**src/rtl/core/bdm_pkg.sv**
```systemverilog
`default_nettype none

package bdm_pkg;

  localparam int PIX_W     = 8;
  localparam int POS_W     = 12;
  localparam int ADDR_W    = 12;
  localparam int CFG_W     = 13;
  localparam int CFG_IDX_W = 8;
  localparam int LINE_W    = 2 * PIX_W;
  localparam int OUT_W     = 2 * POS_W + 3 * PIX_W;

  localparam logic [CFG_IDX_W-1:0] REG_FRAME_WIDTH  = 8'd0;
  localparam logic [CFG_IDX_W-1:0] REG_FRAME_HEIGHT = 8'd1;

  localparam logic [CFG_W-1:0] WIDTH_RESET  = 13'd640;
  localparam logic [CFG_W-1:0] HEIGHT_RESET = 13'd480;
  localparam logic [CFG_W-1:0] DIM_MIN      = 13'd4;
  localparam logic [CFG_W-1:0] DIM_MAX      = 13'd4096;

  // one interpolated pixel together with the edge copies it stands for
  typedef struct packed {
    logic [POS_W-1:0] row_base;
    logic [POS_W-1:0] col_base;
    logic             two_rows;
    logic             two_cols;
    logic             frame_end;
    logic [PIX_W-1:0] blue;
    logic [PIX_W-1:0] green;
    logic [PIX_W-1:0] red;
  } bdm_px_t;

  // clamp a frame dimension to [4, 4096] and return its last index
  function automatic logic [POS_W-1:0] dim_last(input logic [CFG_W-1:0] v);
    logic [CFG_W-1:0] m;
    begin
      m = v;
      if (v < DIM_MIN) m = DIM_MIN;
      if (v > DIM_MAX) m = DIM_MAX;
      m = m - 13'd1;
      return m[POS_W-1:0];
    end
  endfunction

endpackage

`default_nettype wire

```
**src/rtl/core/bdm_emit.sv**
```systemverilog
`default_nettype none

module bdm_emit (
  input  wire logic                     clk,
  input  wire logic                     rst_n,
  input  wire logic                     load,
  input  wire bdm_pkg::bdm_px_t         px,
  output logic                          free,
  output logic                          out_tvalid,
  input  wire logic                     out_tready,
  output logic [bdm_pkg::OUT_W-1:0]     out_tdata,  // row, column, blue, green, red
  output logic                          out_tlast,
  output logic                          out_tuser   // frame_done
);
  import bdm_pkg::*;

  bdm_px_t          px_r;
  logic             valid_r;
  logic             row_sel_r, col_sel_r;
  logic             last;
  logic [POS_W-1:0] out_row, out_col;

  assign last = (row_sel_r == px_r.two_rows) && (col_sel_r == px_r.two_cols);
  assign free = !valid_r || (out_tready && last);

  // walks the copies left to right, top row first
  always_ff @(posedge clk) begin
    if (!rst_n) begin
      valid_r   <= 1'b0;
      row_sel_r <= 1'b0;
      col_sel_r <= 1'b0;
    end else if (load) begin
      valid_r   <= 1'b1;
      row_sel_r <= 1'b0;
      col_sel_r <= 1'b0;
    end else if (valid_r && out_tready) begin
      if (last) begin
        valid_r <= 1'b0;
      end else if (col_sel_r != px_r.two_cols) begin
        col_sel_r <= 1'b1;
      end else begin
        col_sel_r <= 1'b0;
        row_sel_r <= 1'b1;
      end
    end
  end

  always_ff @(posedge clk) begin
    if (load) begin
      px_r <= px;
    end
  end

  assign out_row    = px_r.row_base + {{(POS_W-1){1'b0}}, row_sel_r};
  assign out_col    = px_r.col_base + {{(POS_W-1){1'b0}}, col_sel_r};
  assign out_tvalid = valid_r;
  assign out_tdata  = {px_r.red, px_r.green, px_r.blue, out_col, out_row};
  assign out_tlast  = last;
  assign out_tuser  = last && px_r.frame_end;

endmodule

`default_nettype wire

```
**config.mk**
```make
export PLATFORM = sky130hd
export DESIGN_NAME = bdm_emit
export DESIGN_NICKNAME = d
export VERILOG_FILES = /design/src/rtl/core/bdm_pkg.sv /design/src/rtl/core/bdm_emit.sv
export SDC_FILE = /design/constraint.sdc
export NUM_CORES = 1
export LEC_CHECK = 0
export BUFFER_PORTS_ARGS = -buffer_cell sky130_fd_sc_hd__buf_2
export CORE_MARGIN = 3
export CORE_UTILIZATION = 50
export DETAILED_ROUTE_END_ITERATION = 12
export PLACE_DENSITY = 0.85
export SKIP_CTS_REPAIR_TIMING = 1
export SLEW_MARGIN = 20
export SYNTH_ARGS = -nofsm -noshare
export SYNTH_HDL_FRONTEND = slang
export SYNTH_SLANG_ARGS = --single-unit
```
**constraint.sdc**
```tcl
create_clock -name clk -period 3.57 [get_ports clk]
set_input_delay 0.5355 -clock clk [delete_from_list [all_inputs] [get_ports clk]]
set_output_delay 0.5355 -clock clk [all_outputs]
set_load 0.02 [all_outputs]
```
# --- Yosys cells after proc, flatten, opt, wreduce, memory -nomap -nowiden ---
# Index checks and enable logic that the tools add are counted.
classes:
  eq_ne: 3
  n_reduce_logical: 12
  n_mux: 4
  n_addsub: 2
  n_bitwise: 3
op_table:
  columns: ["operator", "count"]
  rows:
  - ["$add 12x1->12", 2]
  - ["$logic_and 1x1->1", 4]
  - ["$mux 1", 4]
  - ["$reduce_and 2->1", 2]
  - ["$reduce_bool 2->1", 2]
  - ["$not 1->1", 3]
  - ["$reduce_and 3->1", 1]
  - ["$eq 1x1->1", 2]
  - ["$reduce_or 2->1", 1]
  - ["$logic_not 1->1", 1]
  - ["$logic_or 1x1->1", 1]
  - ["$ne 1x1->1", 1]
word_totals:
  output_inout_bits: 52
  regBits: 54
  elab_cells: 35

# --- Depth between registers and ports, before layout ---
depth:
  word_depth: 5
  depth_mapped: 5

# --- Worst setup path before layout ---
# Ideal clock, no wire load.
synth_path:
  kind: "register -> output"
  from: "register col_sel_r"
  to: "output out_tdata[18] (netlist bit)"
  slack_ns: 1.683
  stages_incl_launch_ff: 6
  arrival_ns: 1.351
  n_path_buf: 0
  cell_sequence: "dfxtp_1 -> ha_1 -> ha_1 -> nand2_1 -> nor2_1 -> xor2_1"
synth_via:
  elab_chain_len: 1
synth_lines:
  columns: ["element", "line_no", "source"]
  rows:
  - ["from (decl)", "bdm_emit.sv:19", "logic row_sel_r, col_sel_r;"]
  - ["from (signal assigned)", "bdm_emit.sv:31", "col_sel_r <= 1'b0;"]
  - ["from (signal assigned)", "bdm_emit.sv:35", "col_sel_r <= 1'b0;"]
  - ["from (signal assigned)", "bdm_emit.sv:40", "col_sel_r <= 1'b1;"]
  - ["$add 12x1->12", "bdm_emit.sv:55", "assign out_col = px_r.col_base + {{(POS_W-1){1'b0}}, col_sel_r};"]
  - ["to (decl)", "bdm_emit.sv:11", "output logic [bdm_pkg::OUT_W-1:0] out_tdata,"]
# No other way between the ends.

# --- Worst setup path after layout ---
layout_path:
  from: "register col_sel_r"
  to: "output out_tdata[22] (netlist bit)"
# Same word-level chain as after synthesis.

==> key figures <==
Clock tree
  – H-tree levels: 2
  – CTS Sinks: 54
  – Clock slew at reported path FFs: 0.09 ns
  – CTS tree: built
  – Root cell of the clock tree: clkbuf_8
  – Worst-Skew Late Latency: 0.29 ns
  – CTS max path bufs: 2
  – CTS Buf Count: 5

Hold path
  – Hold Path Class: input pin to flip-flop

Placed design
  – IO Port Bufs: 106
  – Dpl hpwl: 3243 µm
  – Post-place setup slack: 1.572 ns
  – Placer Congestion: 0.7548
  – DP Area: 0.002725 mm²

Critical path
  – Required time worst endpoint: 3.03 ns
  – Startpoint Class: flip-flop
  – Buffers and inverters on the worst path: 1
  – CP max-delay cell: dfxtp_1
  – Crit-path leading delay family: adder cells
  – Slowest cell delay on critical path: ~0.38 ns
  – Crit. End Element: output pin
  – Crit Path Max Fanout: 4
  – Worst path most repeated cell: ha_1
  – Worst EP arrival: 1.77 ns
  – Setup Crit Path Kind: flip-flop to output pin
  – Critical-path cell list: ha_1 > ha_1 > nand2_1 > nor3_1 > xnor2_1 > buf_2

Floorplan
  – Die Y: about 74 µm
  – Rows: 24
  – Core area: 0.004414 mm²
  – Effective utilization at floorplan: 52.27%
  – Die X: 73.93 µm
  – # IOs: 107
  – Die area: around 0.0055 mm²

Cells and area
  – Layout cell share with drive strength beyond 1: 49.58%
  – Fin area: 0.002834 mm²
  – P&R area growth vs syn: 22.83%
  – Layout filler cell count: 329
  – Fin nets: 299
  – Util after Layout: 64.20%
  – N_diodes: 0

Routing
  – Post-route DRC violation count: 0
  – DR pass1 iterations: 3
  – Avg Vias per Cell: about 4.8
  – Antenna violation net count after detailed routing: 0
  – Starting DRT DRC Count: 62
  – Detailed-route via count: 1397
  – Drt wl/cell: between 10 and 15 µm
  – WL final: 4059 µm

Power
  – Sw Pwr: roughly 0.32 mW
  – LEAKAGE: 1.199 nW
  – Total Power: 1.338 mW
  – Sw Share: between 20% and 30%
  – PwrDens: 472.1 mW/mm²
  – Clock Power Share: 28.5%
  – Maximum VDD drop: 0.3507 mV
  – Internal Dissipation: about 1.0 mW
  – Comb pwr share: roughly 14%
  – Seq pwr share: 57.9%

Timing
  – Worst-margin pin slew: 0.6874 ns
  – FMAX: 434.5 MHz
  – Setup_tns: 0 ns
  – Final Slew Violations: 0
  – Crit path time final: 2.302 ns
  – RSZ-0062 raised after global routing: false
  – Final Hold Fails: 0
  – Post-route setup slack: between 1 and 1.5 ns
  – Period Utilization, post-route: 64.47%
  – # setup viols final: 0
  – Clock Skew: 0.003276 ns
  – Relative slew slack: 54.17%

Global route
  – GRT overflow: 0
  – Vias in the first global route: 1403
  – First-pass GRT wire length: around 6200 µm
  – Largest net degree at the start of global routing: 34
  – GRT Total Usage: 15.40%
  – Antenna violations before repair: 0

Yosys
  – Seq/Total Area, Yosys: 68.98%
  – FF+latch count, synth: 54
  – Post-Synthesis Cells: 150
  – Avg Synthesized Cell Area: 15.38 µm²
  – Mapped Nets: 210
  – Cell Area, Synth: 0.002307 mm²
  – Synth unique cells: 24
  – Synth warnings: 0

Flow run
  – # Max-Cap Violations: 0

Status
  – Status: finished clean
-- per-stage QoR --
step	cells	hold slack (ns)
2_1_floorplan	150	0.4784
3_3_place_gp	284	0.5074
3_5_place_dp	284	0.5157
4_1_cts	292	0.3980
5_1_grt	292	0.3847
6_report	292	0.4121
-- worst paths after layout --
check | start | end | slack, ns | cells after the start
setup / recovery | col_sel_r$_SDFFE_PP0P_ | out_tdata[22] | 1.27 | 6
hold / removal | px[50] | px_r[50]$_DFFE_PP_ | 0.41 | 1
setup reg to reg | px_r[26]$_DFFE_PP_ | col_sel_r$_SDFFE_PP0P_ | 2.47 | 3
hold reg to reg | col_sel_r$_SDFFE_PP0P_ | col_sel_r$_SDFFE_PP0P_ | 0.52 | 2
-- power groups by stage --
stage / Sequential, mW / Clock (mW) / Combinational [mW]
global placement: 0.787 / 0 / 0.181
floorplan: 0.786 / 0 / 0.123
CTS: 0.776 / 0.395 / 0.184
detailed placement: 0.790 / 0 / 0.184
global route: 0.782 / 0.419 / 0.197
finish: 0.775 / 0.382 / 0.181
-- final cells by class --
type	instances	area, µm²	share of cell area [%]
Sequential cell	54	1592	56.16
Timing Repair Buffer	107	538.0	18.98
Multi-Input combinational cell	68	519.2	18.32
Clock buffer	5	68.82	2.428
Tap cell	52	65.06	2.296
Clock inverter	3	40.04	1.413
Inverter	3	11.26	0.3974
-- registers in the layout (all words and copies together) (netlist names) --
register and flops:
out_tdata 24, out_tvalid 1, px_r 27, row_sel_r 1, col_sel_r 1
-- synth_stat cells --
| master | number | area, µm² |
|---|---|---|
| ha_1 | 5 | 62.56 |
| and4_1 | 2 | 17.52 |
| inv_1 | 3 | 11.26 |
| dfxtp_1 | 3 | 60.06 |
| nand2_1 | 7 | 26.28 |
| buf_2 | 1 | 5.000 |
| nand3_1 | 10 | 50.05 |
| a211oi_1 | 1 | 7.510 |
| a41oi_1 | 1 | 8.760 |
| and2_1 | 2 | 12.51 |
| xnor2_1 | 14 | 122.6 |
| nor2_1 | 5 | 18.77 |
| nor3_2 | 1 | 10.01 |
| nand3_4 | 1 | 17.52 |
| a31oi_1 | 1 | 6.260 |
| o21ai_0 | 1 | 5.000 |
| nor3_1 | 2 | 10.01 |
| nor4_4 | 1 | 21.27 |
| edfxtp_1 | 51 | 1531 |
| buf_4 | 24 | 180.2 |
| and3_1 | 2 | 12.51 |
| xor2_1 | 8 | 70.07 |
| nand4_1 | 3 | 18.77 |
| nand4_4 | 1 | 21.27 |
-- cells by family after synthesis --
| family | count (synthesis) | share of synthesized area (%) |
|---|---|---|
| buffers and inverters | 28 | 8.514 |
| AND/OR/NAND/NOR | 37 | 10.25 |
| XOR/XNOR | 22 | 8.352 |
| adder cells (fa/ha/maj) | 5 | 2.711 |
| flip-flops | 54 | 68.98 |
| AO/OA/AOI/OAI | 4 | 1.193 |
-- metal layers --
metal	vias up	wire length [µm]	part of all wire [%]	GRT usage, %
met2	76	2046	50	25.30
li1	693	-	-	-
met4	0	58	1.4	5.231
met5	-	0	0	0
met3	6	550	14	9.189
met1	622	1404	35	16.53
-- cells in the final DEF, fill, tap and decap left out --
master     netlist  layout
buf_2            1     106
edfxtp_1        51      51
xnor2_1         14      14
nand3_1         10      10
xor2_1           8       8
nand2_1          7       7
nor2_1           5       5
ha_1             5       5
clkbuf_8         0       5
inv_1            3       3
nand4_1          3       3
dfxtp_1          3       3
nor3_1           2       2
and2_1           2       2
and4_1           2       2
and3_1           2       2
clkinv_2         0       2
nand3_4          1       1
nand4_4          1       1
nor4_4           1       1
nor3_2           1       1
o21ai_0          1       1
a31oi_1          1       1
a41oi_1          1       1
a211oi_1         1       1
bufinv_16        0       1
buf_4           24       1
No activity file was read; power rests on OpenSTA's default activity.
