## src/rtl/core/bdm_pkg.sv

```systemverilog
`default_nettype none

package bdm_pkg;

  localparam int PIX_W     = 8;
  localparam int POS_W     = 12;
  localparam int ADDR_W    = 12;
  localparam int CFG_W     = 13;
  localparam int CFG_IDX_W = 8;
  localparam int LINE_W    = 2 * PIX_W;
  localparam int OUT_W     = 2 * POS_W + 3 * PIX_W;

  localparam logic [CFG_IDX_W-1:0] REG_FRAME_WIDTH  = 8'd0;
  localparam logic [CFG_IDX_W-1:0] REG_FRAME_HEIGHT = 8'd1;

  localparam logic [CFG_W-1:0] WIDTH_RESET  = 13'd640;
  localparam logic [CFG_W-1:0] HEIGHT_RESET = 13'd480;
  localparam logic [CFG_W-1:0] DIM_MIN      = 13'd4;
  localparam logic [CFG_W-1:0] DIM_MAX      = 13'd4096;

  // one interpolated pixel together with the edge copies it stands for
  typedef struct packed {
    logic [POS_W-1:0] row_base;
    logic [POS_W-1:0] col_base;
    logic             two_rows;
    logic             two_cols;
    logic             frame_end;
    logic [PIX_W-1:0] blue;
    logic [PIX_W-1:0] green;
    logic [PIX_W-1:0] red;
  } bdm_px_t;

  // clamp a frame dimension to [4, 4096] and return its last index
  function automatic logic [POS_W-1:0] dim_last(input logic [CFG_W-1:0] v);
    logic [CFG_W-1:0] m;
    begin
      m = v;
      if (v < DIM_MIN) m = DIM_MIN;
      if (v > DIM_MAX) m = DIM_MAX;
      m = m - 13'd1;
      return m[POS_W-1:0];
    end
  endfunction

endpackage

`default_nettype wire

```

## src/rtl/core/bdm_interp.sv

```systemverilog
`default_nettype none

module bdm_interp (
  input  wire logic                     clk,
  input  wire logic                     shift,
  input  wire logic [bdm_pkg::PIX_W-1:0] older,
  input  wire logic [bdm_pkg::PIX_W-1:0] newer,
  input  wire logic [bdm_pkg::PIX_W-1:0] sample,
  input  wire logic [bdm_pkg::POS_W-1:0] row,
  input  wire logic [bdm_pkg::POS_W-1:0] col,
  input  wire logic [bdm_pkg::POS_W-1:0] width_last,
  input  wire logic [bdm_pkg::POS_W-1:0] height_last,
  output bdm_pkg::bdm_px_t              px
);
  import bdm_pkg::*;

  // two older window columns; the third is the column arriving now
  logic [PIX_W-1:0] win_r [3][2];
  logic [PIX_W-1:0] new_col [3];

  logic [PIX_W+1:0] cross_sum, diag_sum;
  logic [PIX_W:0]   horiz_sum, vert_sum;
  logic [PIX_W-1:0] cross_avg, diag, horiz, vert, center;
  logic             odd_row, odd_col;
  logic             first_row, first_col;

  assign new_col[0] = older;
  assign new_col[1] = newer;
  assign new_col[2] = sample;

  always_ff @(posedge clk) begin
    if (shift) begin
      for (int i = 0; i < 3; i++) begin
        win_r[i][0] <= win_r[i][1];
        win_r[i][1] <= new_col[i];
      end
    end
  end

  always_comb begin
    cross_sum = {2'b00, win_r[0][1]} + {2'b00, win_r[2][1]} + {2'b00, win_r[1][0]}
              + {2'b00, new_col[1]} + 10'd2;
    diag_sum  = {2'b00, win_r[0][0]} + {2'b00, new_col[0]} + {2'b00, win_r[2][0]}
              + {2'b00, new_col[2]} + 10'd2;
    horiz_sum = {1'b0, win_r[1][0]} + {1'b0, new_col[1]} + 9'd1;
    vert_sum  = {1'b0, win_r[0][1]} + {1'b0, win_r[2][1]} + 9'd1;
    cross_avg = cross_sum[PIX_W+1:2];
    diag      = diag_sum[PIX_W+1:2];
    horiz     = horiz_sum[PIX_W:1];
    vert      = vert_sum[PIX_W:1];
    center    = win_r[1][1];
  end

  // the completed pixel sits one row up and one column left
  assign odd_row   = ~row[0];
  assign odd_col   = ~col[0];
  assign first_row = (row == 12'd2);
  assign first_col = (col == 12'd2);

  always_comb begin
    px.row_base  = first_row ? '0 : row - 12'd1;
    px.col_base  = first_col ? '0 : col - 12'd1;
    px.two_rows  = first_row || (row == height_last);
    px.two_cols  = first_col || (col == width_last);
    px.frame_end = (row == height_last) && (col == width_last);
    case ({odd_row, odd_col})
      2'b00: begin
        px.blue = diag;   px.green = cross_avg; px.red = center;
      end
      2'b11: begin
        px.blue = center; px.green = cross_avg; px.red = diag;
      end
      2'b01: begin
        px.blue = vert;   px.green = center;    px.red = horiz;
      end
      default: begin
        px.blue = horiz;  px.green = center;    px.red = vert;
      end
    endcase
  end

endmodule

`default_nettype wire

```

## config.mk

```make
export PLATFORM = sky130hd
export DESIGN_NAME = bdm_interp
export DESIGN_NICKNAME = d
export VERILOG_FILES = /design/src/rtl/core/bdm_pkg.sv /design/src/rtl/core/bdm_interp.sv
export SDC_FILE = /design/constraint.sdc
export NUM_CORES = 1
export LEC_CHECK = 0
export ABC_CLOCK_PERIOD_IN_PS = 3480
export BUFFER_PORTS_ARGS = -buffer_cell sky130_fd_sc_hd__buf_4
export CAP_MARGIN = 30
export CELL_PAD_IN_SITES_DETAIL_PLACEMENT = 1
export CELL_PAD_IN_SITES_GLOBAL_PLACEMENT = 2
export CORE_MARGIN = 2
export CORE_UTILIZATION = 33
export DETAILED_ROUTE_END_ITERATION = 16
export GPL_TIMING_DRIVEN = 0
export PLACE_DENSITY_LB_ADDON = 0.15
export SYNTH_ARGS = -nofsm -noshare
export SYNTH_HDL_FRONTEND = slang
export SYNTH_SLANG_ARGS = --single-unit
```

## constraint.sdc

```tcl
create_clock -name clk -period 3.48 [get_ports clk]
set_input_delay 0.174 -clock clk [delete_from_list [all_inputs] [get_ports clk]]
set_output_delay 0.174 -clock clk [all_outputs]
set_load 0.02 [all_outputs]
```

Word level (Yosys, flattened, before mapping) --
Memory sizes are Yosys's and may differ from the RTL's. Cells that the tools add are included. Widths: inputs -> output; s select.
Word-level totals: bits in writable memories 48, memories kept 1, register bits after elaboration 0, word-level logic and storage cells 32, input bits 74
Operators by class: bitwise gates (word level) 2, equal/unequal tests 6, reductions and logical operators 4, add/sub/neg operators 14, muxes and demuxes 5
Memory list:
- win_r | depth 3, width 16, read ports 3, clocked after Yosys merged registers in 0, wr ports 3, RTL line bdm_interp.sv:18 | logic [PIX_W-1:0] win_r [3][2];
Operators by type and width (number):
- $pmux 24 s3 | 1
- $add 8x8->9 | 4
- $eq 12x12->1 | 2
- $eq 12x2->1 const B | 2
- $mux 12 | 2
- $sub 12x1->12 const B | 2
- $add 10x2->10 const B | 2
- $add 10x8->10 | 2
- $add 9x8->10 | 2
- $add 9x1->9 const B | 2
- $eq 2x1->1 const B | 1
- $eq 2x2->1 const B | 1
- $logic_not 2->1 | 1
- $logic_or 1x1->1 | 2
- $mux 1 | 2
- $not 1->1 | 2
- $logic_and 1x1->1 | 1

Logic depth before layout (Yosys ltp) --
Gate-level depths: netlist of run 1. An unclocked memory read counts as a cell.
word-level depth 6, depth in mapped cells 12, mapped depth without buffers 12

Worst setup path after synthesis of run 1 --
Ideal clock, no wire load.
kind reg-to-output, start point memory win_r[0][2] (netlist bit), end point output px[14] (netlist bit), stages on the path, launching flop included 13, data arrival time 3352 ps, slack -46 ps, required time 3306 ps, cell sequence edfxtp_1 -> inv_1 -> fa_1 -> fa_1 -> inv_1 -> ha_1 -> nand4b_1 -> a21boi_0 -> and3_1 -> nor2_1 -> a211o_1 -> xor2_1 -> o21ai_0
RTL lines:
- start, declared | RTL line bdm_interp.sv:18
- end, declared | RTL line bdm_interp.sv:13 | output bdm_pkg::bdm_px_t px

==> impl_metrics.py, run 1 <==
metrics = {
    "yosys": {
        "synth_common_cells": "inv_1, edfxtp_1, nor2_1, xor2_1, ha_1",
        "synth_top_cell_area_share_pct": 29.8,
        "synth_area_mm2": 0.00484,
        "yosys_warnings": 0,
        "synthArstFlopShare_pct": 0,
        "ys_seq_elements": 48,
        "yosys-top-cells-area": "edfxtp_1, fa_1, ha_1",
        "syn_area_per_cell_um2": 9.80,
        "syn-num-nets": 636,
        "synth_ff_type": "edfxtp_1",
        "synth_edf_count": 48,
        "syn_inst": 494,
        "synth.most_common_cell": "inv_1",
        "post_synth_num_cell_types": 47,
        "synth_seq_area_share_pct": 29.8,
        "yosys.area.top_type": "edfxtp_1",
    },
    "clock_network": {
        "clk-insertion-delay-late_ns": 0.31,
        "clk_pin_slew_ns": 0.07,
        "cts_tree": "built",
        "hold_buffers": 0,
        "cts.path.max_buffers": 2,
        "root_buffer": "clkbuf_16",
        "clock-sinks": 48,
        "cts_max_level": 2,
        "cts_buffers": 5,
    },
    "global_route": {
        "grtUsageTotal_pct": 18.0,
        "grt.overflow.total": 0,
        "grt_antenna_before_repair": 0,
        "grt_max_degree": 49,
        "grt_pass1_vias": 4315,
        "grt_pass1_wl_um": 22400,
    },
    "status": {
        "outcome": "finished, violations left",
        "violations": "setup timing",
    },
    "route": {
        "drt_iter0_markers": 160,
        "wirelength_um": 13700,
        "via_count": 4003,
        "drc": 0,
        "wl_per_cell_um": 16.7,
        "ant_nets": 0,
        "viasPerCell": 4.87,
        "drt_first_pass_iters": 4,
    },
    "floorplan": {
        "fp.dieArea_mm2": 0.0157,
        "pin_count": 125,
        "core_area_mm2": 0.0144,
        "start_util_pct": 33.6,
        "row_count": 44,
        "die_w_um": 125,
        "fp.dieH_um": 125,
    },
    "layout": {
        "nNetsFinal": 779,
        "design_area_mm2": 0.00648,
        "syn_to_final_growth_pct": 33.8,
        "reg.largest.list": "win_r: 48 flops",
        "largest_register": "win_r",
        "layout-drive-gt1-share_pct": 30.3,
        "diodes": 0,
        "largest_reg_flops": 48,
    },
    "timing": {
        "clock_skew_ns": 0.00183,
        "fmax_mhz": 271,
        "period_share_pct": 106,
        "tightest_slew_ns": 0.692,
        "setup_violations": 13,
        "relSlewSlack_pct": 53.9,
        "grt_setup_unrepaired": "true",
        "finalMaxSlewViolations": 0,
        "layout_setup_ws_ns": -0.215,
        "period_minus_slack_ns": 3.70,
        "fin_tns_setup_ns": -1.53,
        "hold_violations": 0,
    },
    "worst_setup_path": {
        "arrival_ns": 3.52,
        "slowest_delay_ns": 0.51,
        "critPathCaptureType": "output pin",
        "critPathSlowestCell": "fa_1",
        "path_class": "reg -> out",
        "crit_chain": "inv_2 -> fa_1 -> fa_1 -> inv_2 -> ha_4 -> nand4b_1 -> a21boi_2 -> and3_4 -> buf_4 -> o31a_1 -> nor2_1 -> xor2_1 -> o21ai_1 -> buf_4",
        "crit_path_start_kind": "flip-flop",
        "cp_data_required_time_ns": 3.31,
        "path_max_fanout": 3,
    },
    "placement": {
        "dpl-instance-area_mm2": 0.00600,
        "place_congestion": 0.824,
        "place_hpwl_um": 11100,
        "io_buffer_count": 124,
    },
    "min_path": {
        "hold_class": "in -> reg",
    },
    "pwr": {
        "peakVddDrop_mv": 0.327,
        "p_leak_nw": 2.97,
        "p_per_area_mw_per_mm2": 484,
    },
    "job": {
        "maxCapViolCount": 0,
    },
}
[layout make-up]
class	instances	area, µm²
repair buffers	136	1070
plain buffers	9	46.3
clock buffers	5	125
inverters	105	394
well taps	184	230
clock inverters	3	17.5
flip-flops and latches	48	1440
fillers	1670	7940
multi-input cells	332	3160
[timing repair]
item                                    CTS  global route
cloned                                    0             0
pin swaps                                27            13
endpoints found under the setup margin   18            18
buffers inserted                         11             2
gates resized for setup                  38            18
[metal layers]
metal / track usage (%) / part of all wire (%)
met1: 23.4 / 44
met2: 31.6 / 51
met3: 2.52 / 3.2
met4: 4.44 / 1.4
met5: 0 / 0
[cells in the final DEF, fill, tap and decap left out, types with 4 or more instances in the layout]
master	synthesis	routed
nand3b_1	4	4
nor4_1	11	11
buf_6	0	12
nor2_1	46	45
xor2_1	41	40
buf_4	3	127
nor3_1	13	13
inv_2	1	7
nor2b_1	5	5
xnor2_1	20	18
nand2_1	22	21
o21ai_1	0	6
ha_1	36	32
o21a_1	5	5
inv_1	104	98
nand2b_1	7	7
ha_4	0	4
mux4_2	10	10
o21ai_0	14	7
a21oi_4	0	4
edfxtp_1	48	48
fa_1	32	32
clkbuf_1	4	4
clkbuf_16	0	5
a21oi_1	16	11
[cells by family (layout without fill, tap and decap cells)]
family / Yosys count / count (layout) / synth area share (%)
XOR/XNOR: 61 / 61 / 11.0
AO/OA/AOI/OAI: 63 / 63 / 8.40
AND/OR/NAND/NOR: 127 / 127 / 13.9
adder cells (fa/ha/maj): 68 / 68 / 22.5
buffers and inverters: 114 / 258 / 9.09
multiplexers: 13 / 13 / 5.32
flip-flops: 48 / 48 / 29.8
[path summary, 6_finish.rpt]
path	slack, ns	cells past startpoint	end	startpoint
setup / recovery	-0.22	14	px[13]	win_r[2][2]$_DFFE_PP_
setup reg to reg	2.68	1	win_r[2][11]$_DFFE_PP_	win_r[2][3]$_DFFE_PP_
hold reg to reg	0.49	0	win_r[2][13]$_DFFE_PP_	win_r[2][5]$_DFFE_PP_
hold / removal	0.05	1	win_r[0][7]$_DFFE_PP_	older[7]
[stage by stage]
stage	hold slack (ns)	cells	utilization, %	setup slack, ns	total power (W)
global placement	0.361	802	41.6	-0.367	0.00227
floorplan	0.273	494	-	0.0709	0.00172
finish	0.0490	822	44.9	-0.215	0.00314
global route	0.0411	822	44.9	-0.397	0.00337
CTS	0.0426	821	44.3	-0.228	0.00305
detailed placement	0.363	802	41.6	-0.357	0.00230
[report_power, final]
part	internal (W)	total [W]	switching (W)
combinational	0.000902	0.00192	0.00102
clock	0.000266	0.000503	0.000237
sequential	0.000688	0.000717	0.0000297
total	0.00186	0.00314	0.00128
[worst max-delay path, delay by kind of cell (launching register included)]
family / cells / cell delay (ns)
buffers and inverters: 4 / 0.45
and+or+nand+nor: 3 / 0.46
DFF: 1 / 0.45
adders and majority gates: 3 / 1.17
AOI/OAI and AO/OA: 3 / 0.47
xor gates and xnor gates: 1 / 0.24
(Power assumes the default switching activity.)
==> inputs of run 2 (changes only) <==
--- a/config.mk
+++ b/config.mk
@@ -7,14 +7,13 @@
 export LEC_CHECK = 0
 export ABC_CLOCK_PERIOD_IN_PS = 3480
 export BUFFER_PORTS_ARGS = -buffer_cell sky130_fd_sc_hd__buf_4
-export CAP_MARGIN = 30
 export CELL_PAD_IN_SITES_DETAIL_PLACEMENT = 1
 export CELL_PAD_IN_SITES_GLOBAL_PLACEMENT = 2
 export CORE_MARGIN = 2
 export CORE_UTILIZATION = 33
 export DETAILED_ROUTE_END_ITERATION = 16
 export GPL_TIMING_DRIVEN = 0
-export PLACE_DENSITY_LB_ADDON = 0.15
+export PLACE_DENSITY = 0.9
 export SYNTH_ARGS = -nofsm -noshare
 export SYNTH_HDL_FRONTEND = slang
 export SYNTH_SLANG_ARGS = --single-unit
==> impl_metrics.py, run 2 (synthesis results as in run 1) <==
metrics = {
    "status": {
        "outcome": "finished, violations left",
        "violations": "setup timing",
    },
    "pwr": {
        "p_leak_nw": 2.99,
        "fin_total_pwr_w": 0.00324,
        "peakVddDrop_mv": 0.323,
        "p_per_area_mw_per_mm2": 494,
    },
    "floorplan": {
        "fp.dieArea_mm2": 0.0157,
        "pin_count": 125,
        "start_util_pct": 33.6,
        "fp.dieH_um": 125,
        "core_area_mm2": 0.0144,
        "row_count": 44,
        "die_w_um": 125,
    },
    "layout": {
        "n_fill_cell": 1654,
        "reg.largest.list": "win_r: 48 flops",
        "largest_register": "win_r",
        "layout-drive-gt1-share_pct": 33.0,
        "syn_to_final_growth_pct": 35.5,
        "largest_reg_flops": 48,
        "final_cell_mix": "buf_4, inv_1, edfxtp_1, nor2_1, xor2_1",
        "nNetsFinal": 782,
        "diodes": 0,
        "final_common_cell": "buf_4",
    },
    "route": {
        "drt_iter0_markers": 157,
        "drc": 0,
        "ant_nets": 0,
        "via_count": 4078,
        "wirelength_um": 14700,
        "wl_per_cell_um": 17.9,
        "drt_first_pass_iters": 4,
        "viasPerCell": 4.95,
    },
    "min_path": {
        "hold_class": "in -> reg",
        "hold_path_depth": 1,
        "hold_path_end": "win_r[0][3]$_DFFE_PP_",
        "holdCritStartpoint": "older[3]",
    },
    "worst_setup_path": {
        "arrival_ns": 3.51,
        "reg2reg_depth": 1,
        "crit_chain": "inv_2 -> fa_1 -> fa_1 -> inv_2 -> ha_4 -> nand4b_1 -> a21boi_2 -> and3_4 -> nor2_2 -> a211o_1 -> xor2_1 -> o21ai_1 -> buf_4",
        "critPathSlowestCell": "fa_1",
        "slowest_delay_ns": 0.51,
        "critPathCaptureType": "output pin",
        "rrSetupSlack_ns": 2.64,
        "cp_data_required_time_ns": 3.31,
        "path_max_fanout": 4,
        "path_class": "reg -> out",
        "crit_path_start_kind": "flip-flop",
        "rr_endpoint": "win_r[0][10]$_DFFE_PP_",
        "timing.rr.start": "win_r[0][2]$_DFFE_PP_",
    },
    "job": {
        "maxCapViolCount": 0,
    },
    "clock_network": {
        "cts.path.max_buffers": 2,
        "root_buffer": "clkbuf_16",
        "clock-sinks": 48,
        "cts_buffers": 5,
        "hold_buffers": 0,
        "clk_pin_slew_ns": 0.07,
        "cts_max_level": 2,
        "clk-insertion-delay-late_ns": 0.30,
        "cts_tree": "built",
    },
    "global_route": {
        "grt_pass1_vias": 4572,
        "grtUsageTotal_pct": 19.1,
        "grt_max_degree": 49,
        "grt.overflow.total": 0,
        "grt_antenna_before_repair": 0,
        "grt_pass1_wl_um": 23900,
    },
    "placement": {
        "place_hpwl_um": 11400,
        "place_congestion": 0.835,
        "io_buffer_count": 124,
    },
    "timing": {
        "hold_slack_ns": 0.0639,
        "period_share_pct": 106,
        "hold_violations": 0,
        "period_minus_slack_ns": 3.68,
        "grt_setup_unrepaired": "true",
        "clock_skew_ns": 0.00626,
        "fin_tns_setup_ns": -1.58,
        "tightest_slew_ns": 0.692,
        "layout_setup_ws_ns": -0.201,
        "fmax_mhz": 272,
        "setup_violations": 16,
        "finalMaxSlewViolations": 0,
        "relSlewSlack_pct": 53.8,
    },
}
[run 2: cell types whose count changed in the layout (fill, tap and decap cells not counted), sizes merged]
cell	previous run	this run
buf	141	144
clkinv	2	1
clkinvlp	0	1
inv	106	105
[run 2: area by class of cell]
class                           count  area [µm²]  share of cell area, %
Multi-Input combinational cell    332        3220                   49.0
Sequential cell                    48        1440                   22.0
Timing Repair Buffer              139        1100                   16.8
Inverter                          105         394                   6.00
Tap cell                          184         230                   3.51
Clock buffer                        5         125                   1.91
Buffer                              9        46.3                  0.705
Clock inverter                      2        12.5                  0.191
[run 2: stage by stage]
step	util [%]	cells	area [µm²]	setup slack, ns
6_report	45.5	824	6570	-0.201
2_1_floorplan	-	494	4840	0.0709
5_1_grt	45.5	824	6570	-0.351
3_3_place_gp	41.6	802	6000	-0.200
4_1_cts	44.5	823	6420	-0.223
3_5_place_dp	41.6	802	6000	-0.333
[run 2: worst max path at each step]
stage,startpoint,slack (ns),cells after the start,endpoint
2_1_floorplan,win_r[0][2]$_DFFE_PP_,0.07,12,px[13]
3_3_place_gp,win_r[0][10]$_DFFE_PP_,-0.20,13,px[6]
3_5_place_dp,win_r[0][10]$_DFFE_PP_,-0.33,13,px[22]
4_1_cts,win_r[0][2]$_DFFE_PP_,-0.22,13,px[14]
5_1_grt,win_r[0][2]$_DFFE_PP_,-0.35,13,px[13]
6_report,win_r[0][2]$_DFFE_PP_,-0.20,13,px[14]
[run 2: layer usage]
layer,GRT usage [%],part of all wire [%],vias to the layer above
met5,0,0,-
met4,3.79,1.4,0
met3,2.78,3.2,16
met2,35.8,55,81
met1,23.3,41,2042
li1,-,-,1939
[run 2: timing repair]
action,4_1_cts,5_1_grt
pin swaps,24,14
setup buffers,14,4
gates resized for setup,43,31
setup endpoints to repair,19,21
[run 2: critical path, delay by kind of cell (launching register included)]
kind,cells,cell delay (ns)
adder cells (fa/ha/maj),3,1.22
AO/OA/AOI/OAI,3,0.66
flip-flops,1,0.43
AND/OR/NAND/NOR,3,0.43
buffers and inverters,3,0.31
XOR/XNOR,1,0.16
[run 2: power by group]
group          total, W  switching (W)  internal, W
registers      0.000720      0.0000322     0.000688
clock network  0.000484       0.000222     0.000262
logic           0.00204        0.00108     0.000960
total           0.00324        0.00133      0.00191
